### config.mk
export PLATFORM = sky130hd
export DESIGN_NAME = kf_mdu
export DESIGN_NICKNAME = d
export VERILOG_FILES = /design/src/hdl/kf_pkg.sv /design/src/hdl/kf_mdu.sv
export SDC_FILE = /design/constraint.sdc
export NUM_CORES = 2
export LEC_CHECK = 0
export BUFFER_PORTS_ARGS = -buffer_cell sky130_fd_sc_hd__buf_4
export CAP_MARGIN = 10
export CORE_MARGIN = 3
export CORE_UTILIZATION = 45
export CTS_CLUSTER_DIAMETER = 120
export DETAILED_ROUTE_END_ITERATION = 8
export PLACE_DENSITY_LB_ADDON = 0.12
export SETUP_SLACK_MARGIN = 0.4
export SYNTH_ARGS = -nofsm -noshare
export SYNTH_HDL_FRONTEND = slang
export SYNTH_SLANG_ARGS = --single-unit
### constraint.sdc
create_clock -name clk -period 14.6 [get_ports clk]
set_input_delay 1.46 -clock clk [delete_from_list [all_inputs] [get_ports clk]]
set_output_delay 1.46 -clock clk [all_outputs]
set_load 0.01 [all_outputs]
### src/hdl/kf_pkg.sv
package kf_pkg;

  localparam int KF_W         = 64;
  localparam int KF_FRAC_BITS = 40;
  localparam int KF_NSLOT     = 32;
  localparam int KF_PC_W      = 7;

  typedef struct packed {
    logic signed [63:0] measurement;
    logic               restart;
  } kf_in_t;

  typedef struct packed {
    logic signed [63:0] est_pos;
    logic signed [63:0] est_vel;
    logic signed [63:0] cov_00;
    logic signed [63:0] cov_01;
    logic signed [63:0] cov_10;
    logic signed [63:0] cov_11;
    logic               gain_invalid;
    logic               saturated;
  } kf_out_t;

  typedef enum logic [2:0] {
    CFG_TRANS_00 = 3'd0,
    CFG_TRANS_01 = 3'd1,
    CFG_TRANS_10 = 3'd2,
    CFG_TRANS_11 = 3'd3,
    CFG_MEAS_H0  = 3'd4,
    CFG_MEAS_H1  = 3'd5,
    CFG_Q_NOISE  = 3'd6,
    CFG_R_NOISE  = 3'd7
  } kf_cfg_idx_t;

  typedef enum logic [4:0] {
    SL_F00, SL_F01, SL_F10, SL_F11, SL_H0, SL_H1, SL_QN, SL_RN,
    SL_X0, SL_X1, SL_C0, SL_C1, SL_C2, SL_C3, SL_Z, SL_ZERO,
    SL_T1, SL_T2, SL_XA, SL_A0, SL_A1, SL_A2, SL_A3, SL_PH0,
    SL_PH1, SL_S, SL_Y, SL_K0, SL_K1, SL_HP0, SL_HP1, SL_TMP
  } kf_slot_t;

  typedef enum logic [2:0] {
    OP_MUL, OP_DIV, OP_ADD, OP_SUB, OP_BLE, OP_END
  } kf_op_t;

  typedef struct packed {
    kf_op_t   op;
    kf_slot_t dst;
    kf_slot_t sa;
    kf_slot_t sb;
  } kf_uop_t;

  typedef enum logic [2:0] {
    ST_IDLE, ST_FETCH_A, ST_FETCH_B, ST_EXEC, ST_WAIT, ST_DONE
  } kf_st_t;

  typedef enum logic [2:0] {
    MD_IDLE, MD_MUL, MD_NEG, MD_RND, MD_DIV, MD_DFIN, MD_DONE
  } kf_md_st_t;

  typedef struct packed {
    logic start;
    logic is_div;
  } kf_md_req_t;

  typedef struct packed {
    logic done;
    logic sat;
  } kf_md_rsp_t;

  function automatic kf_uop_t kf_ucode(input logic [KF_PC_W-1:0] pc);
    kf_uop_t u;
    u = '{OP_END, SL_ZERO, SL_ZERO, SL_ZERO};
    case (pc)
      7'd0:  u = '{OP_MUL, SL_T1,  SL_F00, SL_X0};
      7'd1:  u = '{OP_MUL, SL_T2,  SL_F01, SL_X1};
      7'd2:  u = '{OP_ADD, SL_XA,  SL_T1,  SL_T2};
      7'd3:  u = '{OP_MUL, SL_T1,  SL_F10, SL_X0};
      7'd4:  u = '{OP_MUL, SL_T2,  SL_F11, SL_X1};
      7'd5:  u = '{OP_ADD, SL_X1,  SL_T1,  SL_T2};
      7'd6:  u = '{OP_ADD, SL_X0,  SL_XA,  SL_ZERO};
      7'd7:  u = '{OP_MUL, SL_T1,  SL_F00, SL_C0};
      7'd8:  u = '{OP_MUL, SL_T2,  SL_F01, SL_C2};
      7'd9:  u = '{OP_ADD, SL_A0,  SL_T1,  SL_T2};
      7'd10: u = '{OP_MUL, SL_T1,  SL_F00, SL_C1};
      7'd11: u = '{OP_MUL, SL_T2,  SL_F01, SL_C3};
      7'd12: u = '{OP_ADD, SL_A1,  SL_T1,  SL_T2};
      7'd13: u = '{OP_MUL, SL_T1,  SL_F10, SL_C0};
      7'd14: u = '{OP_MUL, SL_T2,  SL_F11, SL_C2};
      7'd15: u = '{OP_ADD, SL_A2,  SL_T1,  SL_T2};
      7'd16: u = '{OP_MUL, SL_T1,  SL_F10, SL_C1};
      7'd17: u = '{OP_MUL, SL_T2,  SL_F11, SL_C3};
      7'd18: u = '{OP_ADD, SL_A3,  SL_T1,  SL_T2};
      7'd19: u = '{OP_MUL, SL_T1,  SL_A0,  SL_F00};
      7'd20: u = '{OP_MUL, SL_T2,  SL_A1,  SL_F01};
      7'd21: u = '{OP_ADD, SL_C0,  SL_T1,  SL_T2};
      7'd22: u = '{OP_ADD, SL_C0,  SL_C0,  SL_QN};
      7'd23: u = '{OP_MUL, SL_T1,  SL_A0,  SL_F10};
      7'd24: u = '{OP_MUL, SL_T2,  SL_A1,  SL_F11};
      7'd25: u = '{OP_ADD, SL_C1,  SL_T1,  SL_T2};
      7'd26: u = '{OP_MUL, SL_T1,  SL_A2,  SL_F00};
      7'd27: u = '{OP_MUL, SL_T2,  SL_A3,  SL_F01};
      7'd28: u = '{OP_ADD, SL_C2,  SL_T1,  SL_T2};
      7'd29: u = '{OP_MUL, SL_T1,  SL_A2,  SL_F10};
      7'd30: u = '{OP_MUL, SL_T2,  SL_A3,  SL_F11};
      7'd31: u = '{OP_ADD, SL_C3,  SL_T1,  SL_T2};
      7'd32: u = '{OP_ADD, SL_C3,  SL_C3,  SL_QN};
      7'd33: u = '{OP_MUL, SL_T1,  SL_C0,  SL_H0};
      7'd34: u = '{OP_MUL, SL_T2,  SL_C1,  SL_H1};
      7'd35: u = '{OP_ADD, SL_PH0, SL_T1,  SL_T2};
      7'd36: u = '{OP_MUL, SL_T1,  SL_C2,  SL_H0};
      7'd37: u = '{OP_MUL, SL_T2,  SL_C3,  SL_H1};
      7'd38: u = '{OP_ADD, SL_PH1, SL_T1,  SL_T2};
      7'd39: u = '{OP_MUL, SL_T1,  SL_H0,  SL_PH0};
      7'd40: u = '{OP_MUL, SL_T2,  SL_H1,  SL_PH1};
      7'd41: u = '{OP_ADD, SL_S,   SL_T1,  SL_T2};
      7'd42: u = '{OP_ADD, SL_S,   SL_S,   SL_RN};
      7'd43: u = '{OP_BLE, SL_ZERO, SL_S,  SL_ZERO};
      7'd44: u = '{OP_MUL, SL_T1,  SL_H0,  SL_X0};
      7'd45: u = '{OP_MUL, SL_T2,  SL_H1,  SL_X1};
      7'd46: u = '{OP_ADD, SL_TMP, SL_T1,  SL_T2};
      7'd47: u = '{OP_SUB, SL_Y,   SL_Z,   SL_TMP};
      7'd48: u = '{OP_DIV, SL_K0,  SL_PH0, SL_S};
      7'd49: u = '{OP_DIV, SL_K1,  SL_PH1, SL_S};
      7'd50: u = '{OP_MUL, SL_T1,  SL_K0,  SL_Y};
      7'd51: u = '{OP_ADD, SL_X0,  SL_X0,  SL_T1};
      7'd52: u = '{OP_MUL, SL_T1,  SL_K1,  SL_Y};
      7'd53: u = '{OP_ADD, SL_X1,  SL_X1,  SL_T1};
      7'd54: u = '{OP_MUL, SL_T1,  SL_H0,  SL_C0};
      7'd55: u = '{OP_MUL, SL_T2,  SL_H1,  SL_C2};
      7'd56: u = '{OP_ADD, SL_HP0, SL_T1,  SL_T2};
      7'd57: u = '{OP_MUL, SL_T1,  SL_H0,  SL_C1};
      7'd58: u = '{OP_MUL, SL_T2,  SL_H1,  SL_C3};
      7'd59: u = '{OP_ADD, SL_HP1, SL_T1,  SL_T2};
      7'd60: u = '{OP_MUL, SL_T1,  SL_K0,  SL_HP0};
      7'd61: u = '{OP_SUB, SL_C0,  SL_C0,  SL_T1};
      7'd62: u = '{OP_MUL, SL_T1,  SL_K0,  SL_HP1};
      7'd63: u = '{OP_SUB, SL_C1,  SL_C1,  SL_T1};
      7'd64: u = '{OP_MUL, SL_T1,  SL_K1,  SL_HP0};
      7'd65: u = '{OP_SUB, SL_C2,  SL_C2,  SL_T1};
      7'd66: u = '{OP_MUL, SL_T1,  SL_K1,  SL_HP1};
      7'd67: u = '{OP_SUB, SL_C3,  SL_C3,  SL_T1};
      default: u = '{OP_END, SL_ZERO, SL_ZERO, SL_ZERO};
    endcase
    return u;
  endfunction

endpackage

### src/hdl/kf_mdu.sv
module kf_mdu #(
  parameter int FRAC_BITS = kf_pkg::KF_FRAC_BITS
) (
  input  logic               clk,
  input  logic               rst_n,
  input  kf_pkg::kf_md_req_t req,
  input  logic [63:0]        opa,
  input  logic [63:0]        opb,
  output kf_pkg::kf_md_rsp_t rsp,
  output logic [63:0]        res
);
  import kf_pkg::*;

  localparam logic [127:0] RND   = 128'(1) << (FRAC_BITS - 1);
  localparam logic [63:0]  S_MAX = {1'b0, {63{1'b1}}};
  localparam logic [63:0]  S_MIN = {1'b1, {63{1'b0}}};

  kf_md_st_t    st_r, st_nxt;
  logic [63:0]  ua_r, ua_nxt, ub_r, ub_nxt;
  logic [127:0] acc_r, acc_nxt;
  logic [63:0]  rem_r, rem_nxt, lo_r, lo_nxt, q_r, q_nxt;
  logic [5:0]   cnt_r, cnt_nxt;
  logic         neg_r, neg_nxt, sat_r, sat_nxt;
  logic [63:0]  res_r, res_nxt;

  always_ff @(posedge clk) begin
    if (!rst_n) begin
      st_r <= MD_IDLE;
    end else begin
      st_r <= st_nxt;
    end
    ua_r  <= ua_nxt;
    ub_r  <= ub_nxt;
    acc_r <= acc_nxt;
    rem_r <= rem_nxt;
    lo_r  <= lo_nxt;
    q_r   <= q_nxt;
    cnt_r <= cnt_nxt;
    neg_r <= neg_nxt;
    sat_r <= sat_nxt;
    res_r <= res_nxt;
  end

  always_comb begin
    logic [63:0]  ma, hi, ah, bh, pp;
    logic [1:0]   sh;
    logic [127:0] t, r;
    logic [64:0]  r65;
    st_nxt  = st_r;
    ua_nxt  = ua_r;
    ub_nxt  = ub_r;
    acc_nxt = acc_r;
    rem_nxt = rem_r;
    lo_nxt  = lo_r;
    q_nxt   = q_r;
    cnt_nxt = cnt_r;
    neg_nxt = neg_r;
    sat_nxt = sat_r;
    res_nxt = res_r;
    ma  = opa[63] ? 64'(0) - opa : opa;
    hi  = ma >> (64 - FRAC_BITS);
    ah  = {32'b0, (cnt_r[0] ? ua_r[63:32] : ua_r[31:0])};
    bh  = {32'b0, (cnt_r[1] ? ub_r[63:32] : ub_r[31:0])};
    pp  = ah * bh;
    sh  = {1'b0, cnt_r[0]} + {1'b0, cnt_r[1]};
    t   = acc_r + RND;
    r   = $signed(t) >>> FRAC_BITS;
    r65 = {rem_r, lo_r[63]};
    case (st_r)
      MD_IDLE: begin
        if (req.start) begin
          ua_nxt  = ma;
          cnt_nxt = '0;
          sat_nxt = 1'b0;
          if (req.is_div) begin
            neg_nxt = opa[63];
            ub_nxt  = opb;
            rem_nxt = hi;
            lo_nxt  = ma << FRAC_BITS;
            q_nxt   = '0;
            if (hi >= opb) begin
              sat_nxt = 1'b1;
              res_nxt = opa[63] ? S_MIN : S_MAX;
              st_nxt  = MD_DONE;
            end else begin
              st_nxt = MD_DIV;
            end
          end else begin
            neg_nxt = opa[63] ^ opb[63];
            ub_nxt  = opb[63] ? 64'(0) - opb : opb;
            acc_nxt = '0;
            st_nxt  = MD_MUL;
          end
        end
      end
      MD_MUL: begin
        case (sh)
          2'd0:    acc_nxt = acc_r + {64'b0, pp};
          2'd1:    acc_nxt = acc_r + {32'b0, pp, 32'b0};
          default: acc_nxt = acc_r + {pp, 64'b0};
        endcase
        cnt_nxt = cnt_r + 6'd1;
        if (cnt_r[1:0] == 2'd3) begin
          st_nxt = MD_NEG;
        end
      end
      MD_NEG: begin
        if (neg_r) begin
          acc_nxt = 128'(0) - acc_r;
        end
        st_nxt = MD_RND;
      end
      MD_RND: begin
        if (r[127:63] == {65{r[63]}}) begin
          res_nxt = r[63:0];
        end else begin
          sat_nxt = 1'b1;
          res_nxt = t[127] ? S_MIN : S_MAX;
        end
        st_nxt = MD_DONE;
      end
      MD_DIV: begin
        if (r65 >= {1'b0, ub_r}) begin
          rem_nxt = 64'(r65 - {1'b0, ub_r});
          q_nxt   = {q_r[62:0], 1'b1};
        end else begin
          rem_nxt = r65[63:0];
          q_nxt   = {q_r[62:0], 1'b0};
        end
        lo_nxt  = {lo_r[62:0], 1'b0};
        cnt_nxt = cnt_r + 6'd1;
        if (cnt_r == 6'd63) begin
          st_nxt = MD_DFIN;
        end
      end
      MD_DFIN: begin
        if (neg_r) begin
          if (q_r > S_MIN) begin
            sat_nxt = 1'b1;
            res_nxt = S_MIN;
          end else begin
            res_nxt = 64'(0) - q_r;
          end
        end else if (q_r > S_MAX) begin
          sat_nxt = 1'b1;
          res_nxt = S_MAX;
        end else begin
          res_nxt = q_r;
        end
        st_nxt = MD_DONE;
      end
      MD_DONE: begin
        st_nxt = MD_IDLE;
      end
      default: begin
        st_nxt = MD_IDLE;
      end
    endcase
  end

  assign rsp.done = (st_r == MD_DONE);
  assign rsp.sat  = sat_r;
  assign res      = res_r;

endmodule

==> qor.csv <==
metric,value,unit
post-cts hold buffer count,0,
remaining design rule violation count,0,
initial antenna violation count,15,
Reg area,14500,um2
fmax,73.7,MHz
GPL Wtd Cong,1.07,
max_cap viols,0,
Least-Margin Pin Slew,1.39,ns
fin nets,11131,
critical path's slowest cell,xnor2_1,
Synth Area per Inst,8.41,um2
drt initial violations,9151,
Hold WC Path Type,register to register,
area of the multi-input gates,59600,um2
"Top FF cell, synth",edfxtp_1,
"Async S/R FF share, synth",0,
vias post-DR,73852,
cts bufs inserted,61,
Synth Net Count,11092,
RR Endpoint,acc_r[87],
startpoint types,register,
Worst R2R Setup Slack,1.02,ns
path type of the worst setup path,register to register,
clk sinks,483,
Worst EP arrival,14.05,ns
Die X,427,um
post-DP HPWL,261000,um
DR vias/cell,6.21,
CTS tree,built,
CP Capture Point,acc_r[87],
mapped cell area,79700,um2
Pre-antenna DRT Iters,6,
Filler cells,17021,
synth-to-layout area growth,9.09,%
Yosys reg bits,483,
Final period util,0.930,
most frequent cells in the layout,"1,123 x inv_1, 1,101 x nor2_1, 1,014 x nand2_1",
sequential area share after synthesis,0.182,
Die Y-Extent,427,um
Crit path largest cell delay,0.89,ns
worst-case reg-to-reg path depth,43,
Yosys Warn Count,0,
CORE AREA,175000,um2
share of cells above drive strength 1,0.0812,
minimum clock period after layout,13.58,ns
worst skew pair latency,0.75,ns
Critical Path RT,15.07,ns
vias in the first global route,71314,
number of enable flip-flop cells after synthesis,480,
status,completed,
Critical Path Fanout Max,66,
reg2reg start,cnt_r[1],
Routed Antenna Nets,0,
Total Routed Length,333000,um
max-slew violations,0,
synthesized instance count,9476,
"leading cell type in the layout, fill and taps excluded",inv_1,
Rows,153,
largest net degree at the start of global routing,95,
IO buf count,197,
first-pass GRT wire length,482000,um
Top Ports,198,
Crit. End Element,register,
Setup Viol. Count Final,0,
skew final,0.109,ns
die area,182000,um2
DR WL/cell,28.0,um
aggregate global routing overflow,0,
Max clock buf depth,3,
Starting Density,0.455,
Yosys cell types,97,
H-tree levels,2,
RSZ-0062 raised after global routing,no,
clk slew on worst S/H paths,0.06,ns
Final Hold Fails,0,
setup TNS,0,ns
Rel. slew slack,0.0698,
CTS Root Cell,clkbuf_16,
critical path startpoint,cnt_r[1],
GRT Util Overall,0.358,
==> cell usage after synthesis, types with 60 or more instances <==
library cell | instances | area share
a21oi_1 | 519 | 0.033
fa_1 | 900 | 0.23
ha_1 | 584 | 0.092
nand4_1 | 163 | 0.013
xor2_1 | 267 | 0.029
o21ai_0 | 412 | 0.026
and3_1 | 121 | 0.0095
edfxtp_1 | 480 | 0.18
nor2_1 | 1105 | 0.052
nor4_1 | 69 | 0.0054
clkbuf_1 | 462 | 0.022
xnor2_1 | 471 | 0.052
nand2_1 | 1016 | 0.048
or3_1 | 66 | 0.0052
a21o_1 | 193 | 0.018
o21bai_1 | 69 | 0.0065
nand2b_1 | 79 | 0.0062
nand3_1 | 135 | 0.0085
o22ai_1 | 60 | 0.0047
nor3_1 | 177 | 0.011
inv_1 | 1124 | 0.053
==> worst min-delay path by stage <==
| stage | from | end | slack [ns] | cells after the start |
|---|---|---|---|---|
| CTS | lo_r[44] | lo_r[45] | 0.55 | 2 |
| finish | lo_r[44] | lo_r[45] | 0.55 | 2 |
| floorplan | lo_r[40] | lo_r[41] | 0.52 | 1 |
| global placement | lo_r[44] | lo_r[45] | 0.53 | 2 |
| detailed placement | lo_r[40] | lo_r[41] | 0.54 | 1 |
| global route | lo_r[54] | lo_r[55] | 0.57 | 2 |
==> metal layers <==
metal  vias to the layer above  wire length, um  global-route usage
li1                      32144                -                   -
met1                     36425           137000               0.507
met2                      4484           135000               0.506
met3                       782            43600               0.101
met4                        17            17300               0.154
met5                         -              149             0.00188
==> logic make-up after synthesis <==
family	after synthesis	synth area share
simple gates	3195	0.183
compound gates	1860	0.148
buf+inv	1633	0.0773
fa+ha+maj	1484	0.318
xor+xnor	738	0.0811
flops	483	0.182
mux	83	0.0110
==> what timing repair did <==
item / CTS / global route
setup endpoints to repair: 0 / 9
gates resized for setup: 0 / 2
hold endpoints to repair: 0 / 0
buffers inserted: 0 / 3
==> area by class of cell <==
class,instances,area share
Inverter,1126,0.0487
Sequential cell,483,0.167
Timing Repair Buffer,481,0.0427
Tap cell,2325,0.0335
Antenna cell,4,0.000115
Clock buffer,78,0.0183
Clock inverter,35,0.00479
Multi-Input combinational cell,7362,0.685
==> registers in the layout (all words and copies together) (netlist names) <==
register,cells
rem_r,64
res,64
ub_r,64
st_r,3
cnt_r,6
neg_r,1
acc_r,128
lo_r,24
sat_r,1
ua_r,64
q_r,64
==> stage by stage <==
stage	util	hold WS [ns]	worst slack, ns	instance area [um2]	std cells
after global routing	0.497	0.572	0.511	86900	11891
after global placement	0.485	0.528	1.04	84800	11768
final	0.497	0.551	1.02	86900	11894
after floorplan	-	0.525	1.68	79700	9476
after detailed placement	0.485	0.539	0.846	84800	11771
after CTS	0.496	0.552	0.898	86800	11884
==> critical path: cells and delay by family (launching register included) <==
kind                       cells  cell delay, ns
xor gates and xnor gates       2            1.03
adders and majority gates     10            4.82
DFF                            1            0.39
buffers and inverters         12            1.57
and+or+nand+nor                7            1.64
AOI/OAI and AO/OA             11            3.00
muxes                          1            0.82
Power is left out: the tool's default activity adds up to more than one toggle a clock period on the data nets, which glitch-free logic cannot reach.
